## config.mk

```make
export PLATFORM = sky130hd
export DESIGN_NAME = ps2_mouse_packet_cursor_core
export DESIGN_NICKNAME = d
export VERILOG_FILES = /design/src/rtl/core/pmc_pkg.sv /design/src/rtl/core/pmc_front.sv /design/src/rtl/core/pmc_queue.sv /design/src/rtl/core/pmc_back.sv /design/src/rtl/core/ps2_mouse_packet_cursor_core.sv
export SDC_FILE = /design/constraint.sdc
export NUM_CORES = 1
export LEC_CHECK = 0
export ABC_AREA = 1
export BUFFER_PORTS_ARGS = -buffer_cell sky130_fd_sc_hd__buf_2
export CAP_MARGIN = 40
export CORE_MARGIN = 2
export CORE_UTILIZATION = 45
export CTS_CLUSTER_DIAMETER = 150
export DETAILED_ROUTE_END_ITERATION = 6
export PLACE_DENSITY = 0.65
export SLEW_MARGIN = 20
export SYNTH_ARGS = -nofsm -noshare
export SYNTH_HDL_FRONTEND = slang
export SYNTH_SLANG_ARGS = --single-unit
```

## constraint.sdc

```tcl
create_clock -name i_clk -period 6.6 [get_ports i_clk]
set_clock_uncertainty 0.15 [all_clocks]
set_input_delay 0 -clock i_clk [delete_from_list [all_inputs] [get_ports i_clk]]
set_output_delay 0 -clock i_clk [all_outputs]
set_load 0.05 [all_outputs]
```

## src/rtl/core/pmc_pkg.sv

```systemverilog
// Shared types, constants and the cursor axis update for the PS/2 mouse packet cursor core.
`timescale 1ns / 1ps
package pmc_pkg;

    localparam int BYTE_W         = 8;
    localparam int LIMIT_W        = 16;
    localparam int OUT_POS_W      = 16;
    localparam int BUTTON_W       = 3;
    localparam int CURSOR_STEP    = 2;
    localparam int POSITION_WIDTH = 16;

    // Status byte bit positions
    localparam int BIT_ALWAYS_ONE = 3;
    localparam int BIT_X_SIGN     = 4;
    localparam int BIT_Y_SIGN     = 5;
    localparam int BIT_X_OVF      = 6;
    localparam int BIT_Y_OVF      = 7;

    localparam logic [LIMIT_W-1:0] WIDTH_LIMIT_RESET  = 16'd1024;
    localparam logic [LIMIT_W-1:0] HEIGHT_LIMIT_RESET = 16'd768;

    // Configuration register indexes
    localparam int CFG_INDEX_W = 1;
    localparam logic [CFG_INDEX_W-1:0] CFG_WIDTH_LIMIT  = 1'b0;
    localparam logic [CFG_INDEX_W-1:0] CFG_HEIGHT_LIMIT = 1'b1;

    // Packet queue between the front and the back
    localparam int QUEUE_DEPTH = 2;
    localparam int QUEUE_PTR_W = $clog2(QUEUE_DEPTH);
    localparam int QUEUE_CNT_W = $clog2(QUEUE_DEPTH + 1);

    typedef logic [POSITION_WIDTH-1:0] t_pos;
    typedef logic [LIMIT_W-1:0]        t_limit;

    localparam t_pos   POS_MAX       = '1;
    localparam t_limit POS_MAX_LIMIT = LIMIT_W'((64'd1 << POSITION_WIDTH) - 64'd1);
    localparam logic [POSITION_WIDTH:0] STEP_EXT = (POSITION_WIDTH + 1)'(CURSOR_STEP);

    // Per-axis motion command
    typedef enum logic [1:0] {
        MV_HOLD = 2'b00,
        MV_INC  = 2'b01,
        MV_DEC  = 2'b10
    } t_move;

    // One classified packet, as handed from the front to the back
    typedef struct packed {
        logic                overflow;
        logic [BUTTON_W-1:0] buttons;
        t_move               move_x;
        t_move               move_y;
    } t_packet;

    // Step one axis, then clamp to 0..min(limit, POS_MAX)
    function automatic t_pos axis_step(input t_pos pos, input t_move move, input t_limit limit);
        logic [POSITION_WIDTH:0] ext;
        logic [POSITION_WIDTH:0] p;
        t_pos                    hi;
        ext = {1'b0, pos};
        hi  = (limit > POS_MAX_LIMIT) ? POS_MAX : limit[POSITION_WIDTH-1:0];
        case (move)
            MV_INC:  p = ext + STEP_EXT;
            MV_DEC:  p = (ext < STEP_EXT) ? '0 : ext - STEP_EXT;
            default: p = ext;
        endcase
        axis_step = (p > {1'b0, hi}) ? hi : p[POSITION_WIDTH-1:0];
    endfunction

endpackage

```

## src/rtl/core/pmc_front.sv

```systemverilog
// Front part: assembles mouse bytes into packets and classifies each packet.
`timescale 1ns / 1ps
module pmc_front (
    input  logic                         i_clk,
    input  logic                         i_rst_n,
    input  logic                         i_in_valid,
    input  logic [pmc_pkg::BYTE_W-1:0]   i_mouse_byte,
    input  logic                         i_q_full,
    output logic                         o_in_stall,
    output logic                         o_push,
    output pmc_pkg::t_packet             o_packet
);
    import pmc_pkg::*;

    typedef enum logic [2:0] {
        POS_STATUS  = 3'b001,
        POS_DELTA_X = 3'b010,
        POS_DELTA_Y = 3'b100
    } t_byte_pos;

    t_byte_pos         r_pos, n_pos;
    logic [BYTE_W-1:0] r_status, n_status;
    logic              r_dx_nonzero, n_dx_nonzero;
    logic              accept;

    assign o_in_stall = i_q_full;
    assign accept     = i_in_valid && !i_q_full;

    always_comb begin
        n_pos        = r_pos;
        n_status     = r_status;
        n_dx_nonzero = r_dx_nonzero;
        o_push       = 1'b0;
        if (accept) begin
            unique case (r_pos)
                POS_DELTA_X: begin
                    n_dx_nonzero = (i_mouse_byte != '0);
                    n_pos        = POS_DELTA_Y;
                end
                POS_DELTA_Y: begin
                    o_push = 1'b1;
                    n_pos  = POS_STATUS;
                end
                default: begin
                    // drop a misaligned first byte
                    if (i_mouse_byte[BIT_ALWAYS_ONE]) begin
                        n_status = i_mouse_byte;
                        n_pos    = POS_DELTA_X;
                    end
                end
            endcase
        end
    end

    always_comb begin
        o_packet.overflow = r_status[BIT_X_OVF] | r_status[BIT_Y_OVF];
        o_packet.buttons  = r_status[BUTTON_W-1:0];
        if (r_status[BIT_X_SIGN]) begin
            o_packet.move_x = MV_DEC;
        end else if (r_dx_nonzero) begin
            o_packet.move_x = MV_INC;
        end else begin
            o_packet.move_x = MV_HOLD;
        end
        // screen rows grow downward
        if (r_status[BIT_Y_SIGN]) begin
            o_packet.move_y = MV_INC;
        end else if (i_mouse_byte != '0) begin
            o_packet.move_y = MV_DEC;
        end else begin
            o_packet.move_y = MV_HOLD;
        end
    end

    always_ff @(posedge i_clk) begin
        if (!i_rst_n) begin
            r_pos        <= POS_STATUS;
            r_status     <= '0;
            r_dx_nonzero <= 1'b0;
        end else begin
            r_pos        <= n_pos;
            r_status     <= n_status;
            r_dx_nonzero <= n_dx_nonzero;
        end
    end

endmodule

```

## src/rtl/core/pmc_queue.sv

```systemverilog
// Short packet queue that decouples the front from the back.
`timescale 1ns / 1ps
module pmc_queue (
    input  logic             i_clk,
    input  logic             i_rst_n,
    input  logic             i_push,
    input  pmc_pkg::t_packet i_packet,
    input  logic             i_pop,
    output logic             o_valid,
    output logic             o_full,
    output pmc_pkg::t_packet o_packet
);
    import pmc_pkg::*;

    t_packet                r_entry [QUEUE_DEPTH];
    logic [QUEUE_PTR_W-1:0] r_wr_ptr, n_wr_ptr;
    logic [QUEUE_PTR_W-1:0] r_rd_ptr, n_rd_ptr;
    logic [QUEUE_CNT_W-1:0] r_count, n_count;

    localparam logic [QUEUE_CNT_W-1:0] CNT_FULL = QUEUE_CNT_W'(QUEUE_DEPTH);
    localparam logic [QUEUE_PTR_W-1:0] PTR_LAST = QUEUE_PTR_W'(QUEUE_DEPTH - 1);

    assign o_valid  = (r_count != '0);
    assign o_full   = (r_count == CNT_FULL);
    assign o_packet = r_entry[r_rd_ptr];

    always_comb begin
        n_wr_ptr = r_wr_ptr;
        n_rd_ptr = r_rd_ptr;
        n_count  = r_count;
        if (i_push) begin
            n_wr_ptr = (r_wr_ptr == PTR_LAST) ? '0 : r_wr_ptr + 1'b1;
        end
        if (i_pop) begin
            n_rd_ptr = (r_rd_ptr == PTR_LAST) ? '0 : r_rd_ptr + 1'b1;
        end
        if (i_push && !i_pop) begin
            n_count = r_count + 1'b1;
        end else if (i_pop && !i_push) begin
            n_count = r_count - 1'b1;
        end
    end

    always_ff @(posedge i_clk) begin
        if (i_push) begin
            r_entry[r_wr_ptr] <= i_packet;
        end
    end

    always_ff @(posedge i_clk) begin
        if (!i_rst_n) begin
            r_wr_ptr <= '0;
            r_rd_ptr <= '0;
            r_count  <= '0;
        end else begin
            r_wr_ptr <= n_wr_ptr;
            r_rd_ptr <= n_rd_ptr;
            r_count  <= n_count;
        end
    end

endmodule

```

## src/rtl/core/pmc_back.sv

```systemverilog
// Back part: moves and clamps the cursor, latches buttons and holds the result.
`timescale 1ns / 1ps
module pmc_back (
    input  logic                          i_clk,
    input  logic                          i_rst_n,
    input  logic                          i_q_valid,
    input  pmc_pkg::t_packet              i_packet,
    input  pmc_pkg::t_limit               i_width_limit,
    input  pmc_pkg::t_limit               i_height_limit,
    input  logic                          i_out_stall,
    output logic                          o_pop,
    output logic                          o_out_valid,
    output logic [pmc_pkg::OUT_POS_W-1:0] o_cursor_x,
    output logic [pmc_pkg::OUT_POS_W-1:0] o_cursor_y,
    output logic                          o_left_button,
    output logic                          o_right_button,
    output logic                          o_middle_button,
    output logic                          o_packet_dropped
);
    import pmc_pkg::*;

    t_pos                r_pos_x, n_pos_x;
    t_pos                r_pos_y, n_pos_y;
    logic [BUTTON_W-1:0] r_buttons, n_buttons;
    logic                r_dropped;
    logic                r_out_valid;

    // The held state doubles as the result register: it only changes on a pop,
    // and a pop only happens once the previous result has been taken.
    assign o_pop = i_q_valid && (!r_out_valid || !i_out_stall);

    always_comb begin
        n_pos_x   = r_pos_x;
        n_pos_y   = r_pos_y;
        n_buttons = r_buttons;
        if (!i_packet.overflow) begin
            n_pos_x   = axis_step(r_pos_x, i_packet.move_x, i_width_limit);
            n_pos_y   = axis_step(r_pos_y, i_packet.move_y, i_height_limit);
            n_buttons = i_packet.buttons;
        end
    end

    always_ff @(posedge i_clk) begin
        if (!i_rst_n) begin
            r_pos_x     <= '0;
            r_pos_y     <= '0;
            r_buttons   <= '0;
            r_out_valid <= 1'b0;
        end else begin
            if (o_pop) begin
                r_pos_x   <= n_pos_x;
                r_pos_y   <= n_pos_y;
                r_buttons <= n_buttons;
            end
            if (o_pop) begin
                r_out_valid <= 1'b1;
            end else if (!i_out_stall) begin
                r_out_valid <= 1'b0;
            end
        end
    end

    always_ff @(posedge i_clk) begin
        if (o_pop) begin
            r_dropped <= i_packet.overflow;
        end
    end

    assign o_out_valid      = r_out_valid;
    assign o_cursor_x       = OUT_POS_W'(r_pos_x);
    assign o_cursor_y       = OUT_POS_W'(r_pos_y);
    assign o_left_button    = r_buttons[0];
    assign o_right_button   = r_buttons[1];
    assign o_middle_button  = r_buttons[2];
    assign o_packet_dropped = r_dropped;

endmodule

```

## src/rtl/core/ps2_mouse_packet_cursor_core.sv

```systemverilog
// Top level of the PS/2 mouse packet cursor core: front, packet queue, back, limit registers.
`timescale 1ns / 1ps
//
//  channel   | direction | handshake               | payload
//  ----------+-----------+-------------------------+-------------------------------------
//  in        | input     | i_in_valid / o_in_stall | i_mouse_byte
//  out       | output    | o_out_valid/ i_out_stall| o_cursor_x, o_cursor_y, buttons,
//            |           |                         | o_packet_dropped
//  cfg       | input     | i_cfg_valid/ o_cfg_ready| i_cfg_index, i_cfg_data
//
//  One byte per cycle is accepted while o_in_stall is low. A completed packet is pushed into
//  a two-entry queue in the cycle its third byte is taken, and its result is registered in
//  the back when the entry is popped; the cursor update is a single add and clamp per cycle
//  while no stalled result is held. o_in_stall rises only when the queue is full, i.e. when
//  the out channel has been stalled with a result held. Reset (i_rst_n low, synchronous)
//  clears the byte position, cursor, buttons and the queue, and loads the limits 1024 and 768.
//  Configuration is always ready; write limits while no transaction is in flight.
//
module ps2_mouse_packet_cursor_core (
    input  logic                            i_clk,
    input  logic                            i_rst_n,
    // byte input
    input  logic                            i_in_valid,
    output logic                            o_in_stall,
    input  logic [pmc_pkg::BYTE_W-1:0]      i_mouse_byte,
    // result output
    output logic                            o_out_valid,
    input  logic                            i_out_stall,
    output logic [pmc_pkg::OUT_POS_W-1:0]   o_cursor_x,
    output logic [pmc_pkg::OUT_POS_W-1:0]   o_cursor_y,
    output logic                            o_left_button,
    output logic                            o_right_button,
    output logic                            o_middle_button,
    output logic                            o_packet_dropped,
    // configuration writes
    input  logic                            i_cfg_valid,
    output logic                            o_cfg_ready,
    input  logic [pmc_pkg::CFG_INDEX_W-1:0] i_cfg_index,
    input  logic [pmc_pkg::LIMIT_W-1:0]     i_cfg_data
);
    import pmc_pkg::*;

    t_limit  r_width_limit;
    t_limit  r_height_limit;
    logic    cfg_write;

    logic    q_push;
    logic    q_pop;
    logic    q_valid;
    logic    q_full;
    t_packet front_packet;
    t_packet back_packet;

    // Configuration: one write per transaction, no back-pressure
    assign o_cfg_ready = 1'b1;
    assign cfg_write   = i_cfg_valid && o_cfg_ready;

    always_ff @(posedge i_clk) begin
        if (!i_rst_n) begin
            r_width_limit  <= WIDTH_LIMIT_RESET;
            r_height_limit <= HEIGHT_LIMIT_RESET;
        end else if (cfg_write) begin
            unique case (i_cfg_index)
                CFG_WIDTH_LIMIT:  r_width_limit  <= i_cfg_data;
                CFG_HEIGHT_LIMIT: r_height_limit <= i_cfg_data;
                default:          r_width_limit  <= r_width_limit;
            endcase
        end
    end

    // Front: gather bytes, drop misaligned status bytes, classify the packet
    pmc_front u_front (
        .i_clk        (i_clk),
        .i_rst_n      (i_rst_n),
        .i_in_valid   (i_in_valid),
        .i_mouse_byte (i_mouse_byte),
        .i_q_full     (q_full),
        .o_in_stall   (o_in_stall),
        .o_push       (q_push),
        .o_packet     (front_packet)
    );

    // Queue: absorb a packet while the result channel is stalled
    pmc_queue u_queue (
        .i_clk    (i_clk),
        .i_rst_n  (i_rst_n),
        .i_push   (q_push),
        .i_packet (front_packet),
        .i_pop    (q_pop),
        .o_valid  (q_valid),
        .o_full   (q_full),
        .o_packet (back_packet)
    );

    // Back: advance the cursor, latch buttons, present the result
    pmc_back u_back (
        .i_clk            (i_clk),
        .i_rst_n          (i_rst_n),
        .i_q_valid        (q_valid),
        .i_packet         (back_packet),
        .i_width_limit    (r_width_limit),
        .i_height_limit   (r_height_limit),
        .i_out_stall      (i_out_stall),
        .o_pop            (q_pop),
        .o_out_valid      (o_out_valid),
        .o_cursor_x       (o_cursor_x),
        .o_cursor_y       (o_cursor_y),
        .o_left_button    (o_left_button),
        .o_right_button   (o_right_button),
        .o_middle_button  (o_middle_button),
        .o_packet_dropped (o_packet_dropped)
    );

endmodule

```

Word-level counts from Yosys, hierarchy flattened
Memories as Yosys holds them, arrays and structs flattened. A register that Yosys moved wholly into a read port is not among the register bits.
Index checks and enable logic that the tools add are counted.
{"block": "totals", "reg_bits": 85, "ram_bits": 16, "output_inout_bits": 39, "elab_cells": 89, "n_memories": 1}
{"block": "classes", "addsub": 8, "magnitude_cmp": 6, "n_eq_ne": 8, "muxes": 28, "bitwise": 4, "reduce_logical": 21}
{"name": "u_queue.r_entry", "words": 2, "width": 8, "read_ports": 1, "rd_ports_with_merged_regs": 1, "wr": 1, "line_no": "pmc_queue.sv:15", "source": "t_packet r_entry [QUEUE_DEPTH];"}
{"operator": "$mux W17", "n": 4}
{"operator": "$pmux W17 S2", "n": 2}
{"operator": "$mux W16", "n": 4}
{"operator": "$add A16 B2 Y17 const B", "n": 2}
{"operator": "$gt A17 B16 Y1", "n": 2}
{"operator": "$sub A16 B2 Y17 const B", "n": 2}
{"operator": "$gt A16 B16 Y1 const B", "n": 2}
{"operator": "$lt A16 B2 Y1 const B", "n": 2}
{"operator": "$mux W1", "n": 11}
{"operator": "$mux W2", "n": 5}
{"operator": "$reduce_and A2 Y1", "n": 5}
{"operator": "$reduce_bool A8 Y1", "n": 1}
{"operator": "$eq A2 B2 Y1 const B", "n": 3}
{"operator": "$pmux W3 S2", "n": 1}
{"operator": "$logic_not A1 Y1", "n": 5}
{"operator": "$eq A2 B1 Y1 const B", "n": 2}
{"operator": "$logic_and A1 B1 Y1", "n": 4}
{"operator": "$reduce_bool A2 Y1", "n": 2}
{"operator": "$eq A3 B2 Y1 const B", "n": 1}
{"operator": "$eq A3 B3 Y1 const B", "n": 1}
{"operator": "$mux W3", "n": 1}
{"operator": "$not A1 Y1", "n": 3}
{"operator": "$reduce_and A3 Y1", "n": 1}
{"operator": "$reduce_bool A3 Y1", "n": 1}
{"operator": "7 further kinds", "n": 8}

Longest topological paths before layout
{"block": "logic_depth", "depth_word": 8, "mapped_depth": 30, "ltp_nobuf": 27}

Hierarchy
A second synthesis with hierarchy kept.
{"block": "unflattened", "hier_cells": 1134, "area_unflattened_um2": 7395.8}
{"module": "pmc_back", "n_inst": 1, "cells_per_inst": 828, "area_each_um2": 4724.5, "seq_area_each_um2": 750.7}
{"module": "ps2_mouse_packet_cursor_core", "n_inst": 1, "cells_per_inst": 174, "area_each_um2": 1303.8, "seq_area_each_um2": 640.6}
{"module": "pmc_queue", "n_inst": 1, "cells_per_inst": 60, "area_each_um2": 842.1, "seq_area_each_um2": 580.6}
{"module": "pmc_front", "n_inst": 1, "cells_per_inst": 72, "area_each_um2": 525.5, "seq_area_each_um2": 220.2}

Worst setup path before layout
No wires, ideal clock.
{"block": "synth_timing", "kind": "reg-to-reg", "start": "register u_back.r_pos_x[2] (netlist: u_back.o_cursor_x[2])", "end": "register u_back.r_pos_x[15] (netlist: u_back.o_cursor_x[15])", "setup_time_ps": 135, "arrival_ps": 3474, "path_slack_ps": 2841, "path_stages_with_launch": 29, "synth_period_minus_slack_ps": 3759, "path_cell_list": "dfxtp_1 -> inv_1 -> ha_1 -> nand2_2 -> nor2_1 -> nand2_1 -> buf_2 -> nand4_1 -> nand3_1 -> o21ai_0 -> inv_1 -> ha_1 -> nand2_1 -> inv_1 -> nand2_1 -> nand2_1 -> nand2_1 -> nand3_1 -> nand2_1 -> nand2_1 -> nand2_1 -> nand2_1 -> nand2_1 -> nand2_1 -> nand2_1 -> clkbuf_1 -> nand3_1 -> nand3_1 -> a21oi_1"}
{"block": "synth_between", "elab_chain_cells": 6}
{"element": "start, declared", "line_no": "pmc_back.sv:22", "source": "t_pos r_pos_x, n_pos_x;"}
{"element": "start signal, assigned", "line_no": "pmc_back.sv:51", "source": "r_pos_x <= n_pos_x;"}
{"element": "$sub A16 B2 Y17 or $lt A16 B2 Y1 (tied branches)", "line_no": "pmc_pkg.sv:63", "source": "MV_DEC: p = (ext < STEP_EXT) ? '0 : ext - STEP_EXT;"}
{"element": "$mux W17", "line_no": "pmc_pkg.sv:63"}
{"element": "$pmux W17 S2 *", "line_no": "pmc_pkg.sv:61", "source": "case (move)"}
{"element": "$mux W17 *", "line_no": "pmc_back.sv:36", "source": "if (!i_packet.overflow) begin"}
{"element": "$gt A17 B16 Y1", "line_no": "pmc_pkg.sv:66", "source": "axis_step = (p > {1'b0, hi}) ? hi : p[POSITION_WIDTH-1:0];"}
{"element": "$mux W16 *", "line_no": "pmc_pkg.sv:66"}
Every way passes the cells marked *; elsewhere a longest branch is shown, timed or not. The select of a mux whose other input is x is not followed.
A chain may end at the register's enable or synchronous reset.

==> results by group <==
Outcome
  • Outcome: finished, violations left
  • Failing checks: negative hold slack

Final layout
  • Most frequent cells in the layout: nand2_1, inv_1, nand3_1
  • Area of the multi-input gates: 4080 sq um
  • Area Growth Syn to Fin: 13.6%
  • Most common cell after layout, fill and taps aside: nand2_1
  • Final-layout fill cell count: between 1500 and 2000
  • Register area: 2190 sq um
  • Nets@finish: 1200
  • Layout cells sized above 1: 0.128

Clocking
  • Worst-path clk slew: 0.08 ns
  • Post-CTS Setup Inserts: 0
  • CTS Sinks: 101
  • Root Buffer: clkbuf_16
  • Worst-case clock buffer depth: 2
  • Clk_lat worst skew: 0.35 ns
  • CTS tree: yes
  • H-tree depth: 3
  • Post-cts resize count: 0
  • CTS buffer count: 9

STA
  • Worst-margin pin slew: 0.804 ns
  • Final Hold Violating Endpoints: 2
  • Fin Setup TNS: 0 ns
  • FMAX: 205 MHz
  • Period utilization: 0.739
  • Endpoints failing setup: 0
  • Slew Viols, Final: 0
  • Hold WS: -0.00364 ns
  • Fin crit period: 4.88 ns
  • RSZ-0062 raised after global routing: false
  • Slew headroom: 0.462

Yosys
  • Share of synthesized registers carrying an async set or reset: 0
  • Yosys Warn Count: 0
  • Syn Nets: 1145
  • Yosys reg bits: 101
  • Number of enable flip-flop cells after synthesis: 17
  • Seq/Total Area, Yosys: 0.309
  • Synthesized area per cell: 6.62 sq um
  • Distinct cells, synth: 45
  • Post-Synthesis Cells: 1074
  • Post-synthesis cell area: 7110 sq um
  • Most used DFF post-synth: dfxtp_1

Setup path
  • Startpoint types: register
  • WP buf/inv: 2
  • CP max stage delay: ~0.7 ns
  • Critical Path RT: 6.73 ns
  • Crit-path leading delay family: compound AO/OA/AOI/OAI gates
  • Kind of critical path: reg -> reg
  • Critical-path top delay cell: clkinv_1
  • Worst Path Max Fanout: 29
  • R2R depth: 17
  • Critical Path End Type: register
  • Crit path cell chain: o21ai_0 > ha_1 > clkinv_1 > o21ai_0 > inv_1 > ha_1 > a21oi_1 > nor2_1 > a211oi_1 > nand2_1 > nand2_1 > nand2_1 > nand2_1 > nand2_2 > o21ai_1 > nand2_1 > a21oi_1
  • Critical Path End: u_back.o_cursor_y[6]$_SDFFE_PN0P_
  • Register-to-register setup slack: 1.72 ns
  • Worst R2R End: u_back.o_cursor_y[6]$_SDFFE_PN0P_
  • Crit path top cell by count: nand2_1
  • Crit path DAT: about 5 ns
  • Stages on the worst setup path: 17

Placed design
  • Final HPWL from detailed placement: ~15 mm
  • Gpl congestion: 0.908
  • Port bufs: 67

Floorplan
  • Initial Utilization: 0.464
  • DIE WIDTH: 130 microns
  • Row cnt: 45
  • Placeable core area: between 15000 and 20000 sq um
  • Die H: 130 microns
  • I/O pins: 69
  • Die area: 16800 sq um

Detailed routing
  • Via count: 7186
  • Met2 wire length: 8.94 mm
  • Wire length per cell: 14.9 microns
  • WL met3: 1.46 mm
  • Final ANT Viol Nets: 0
  • Detailed Route WL: 20.1 mm
  • Number of remaining DRC errors: 0
  • Wl on met1: 9.46 mm
  • Drt first pass iters: 5
  • DRT iter0 DRCs: 618
  • DR vias/cell: 5.34
  • Highest routed metal layer: met4

Global route
  • Largest net degree at the start of global routing: 47
  • Total track usage: 0.242
  • Initial antenna violation count: 1
  • Vias in the first global route: 6598
  • Total grt overflow: 0
  • First-pass GRT wire length: 32.9 mm

Hold path
  • Worst min path class: in -> reg

Run
  • Max capacitance violation total: 0
-- flip-flops by register name (all words and copies together) (netlist names), 3 cells and up, named ones only --
register,flops
u_back.o_cursor_x,16
u_back.o_cursor_y,16
u_front.r_status,7
r_width_limit,16
u_back.r_buttons,3
r_height_limit,16
u_queue.r_entry,16
u_front.r_pos,3
-- per-layer routing --
| metal | up-vias | GRT usage |
|---|---|---|
| li1 | 3641 | - |
| met1 | 3286 | 0.348 |
| met2 | 244 | 0.378 |
| met3 | 15 | 0.0421 |
| met4 | 0 | 0.0563 |
| met5 | - | 0 |
-- how the worst min path moves through the flow --
stage | start | to | depth (start not counted)
final | i_cfg_valid | r_height_limit[10]$_SDFFE_PN0P_ | 4
after global routing | i_cfg_valid | r_height_limit[12]$_SDFFE_PN0P_ | 4
after CTS | i_rst_n | u_front.r_pos[0]$_SDFFE_PN1P_ | 3
after detailed placement | i_mouse_byte[5] | u_front.r_status[5]$_SDFFE_PN0P_ | 3
after global placement | i_mouse_byte[5] | u_front.r_status[5]$_SDFFE_PN0P_ | 3
after floorplan | i_cfg_data[8] | r_height_limit[8]$_SDFFE_PN1P_ | 2
-- cell families after synthesis --
logic type / synth area share
buffers and inverters: 0.118
AOI/OAI and AO/OA: 0.163
xor gates and xnor gates: 0.0148
DFF: 0.309
and+or+nand+nor: 0.321
other: 0.000528
muxes: 0.00141
adders and majority gates: 0.0722
-- worst register-to-register path: cells and delay by family (launching register included) --
family | cells | cell delay (ns)
DFF | 1 | 0.61
adders and majority gates | 2 | 0.80
and+or+nand+nor | 7 | 0.87
buffers and inverters | 2 | 0.76
AOI/OAI and AO/OA | 6 | 1.62
-- synth_stat cells, drive strengths merged (2+ instances only) --
cell | number | area [sq um]
a21oi | 92 | 483
o211ai | 7 | 52.6
nor2 | 101 | 437
nor3 | 14 | 86.3
clkbuf | 33 | 124
nand4 | 33 | 213
inv | 142 | 533
edfxtp | 17 | 510
dfxtp | 84 | 1680
o21a | 2 | 15.0
a21o | 2 | 15.0
a31oi | 2 | 12.5
nand2 | 244 | 956
xor2 | 12 | 105
buf | 24 | 179
o21ai | 104 | 551
nand3b | 4 | 30.0
nand3 | 106 | 541
ha | 41 | 513
-- cell type report --
class	instances	area share
inverter	143	0.0665
clock inverter	7	0.0124
tap	211	0.0327
timing repair buffer	101	0.0837
antenna	1	0.000310
clock buffer	9	0.0279
multi-input combinational	773	0.505
sequential	101	0.272
-- per-stage QoR --
stage / utilization / setup WS [ns] / cell area, sq um / hold slack, ns / std cells
after floorplan: - / 2.84 / 7110 / -0.0196 / 1074
after global placement: 0.485 / 1.89 / 7430 / 0.0925 / 1299
after detailed placement: 0.486 / 1.77 / 7450 / 0.0946 / 1300
after CTS: 0.526 / 1.71 / 8060 / 0.00431 / 1344
after global routing: 0.527 / 1.09 / 8070 / 0.0177 / 1346
final: 0.527 / 1.72 / 8070 / -0.00364 / 1346
-- repair_timing --
item / 4_1_cts / 5_1_grt
hold buffers: 28 / 0
hold endpoints to repair: 46 / 0
endpoints found under the setup margin: 0 / 0
Power is not shown: default switching activity piles up to over one toggle a cycle in this logic, so the estimate is an artifact.
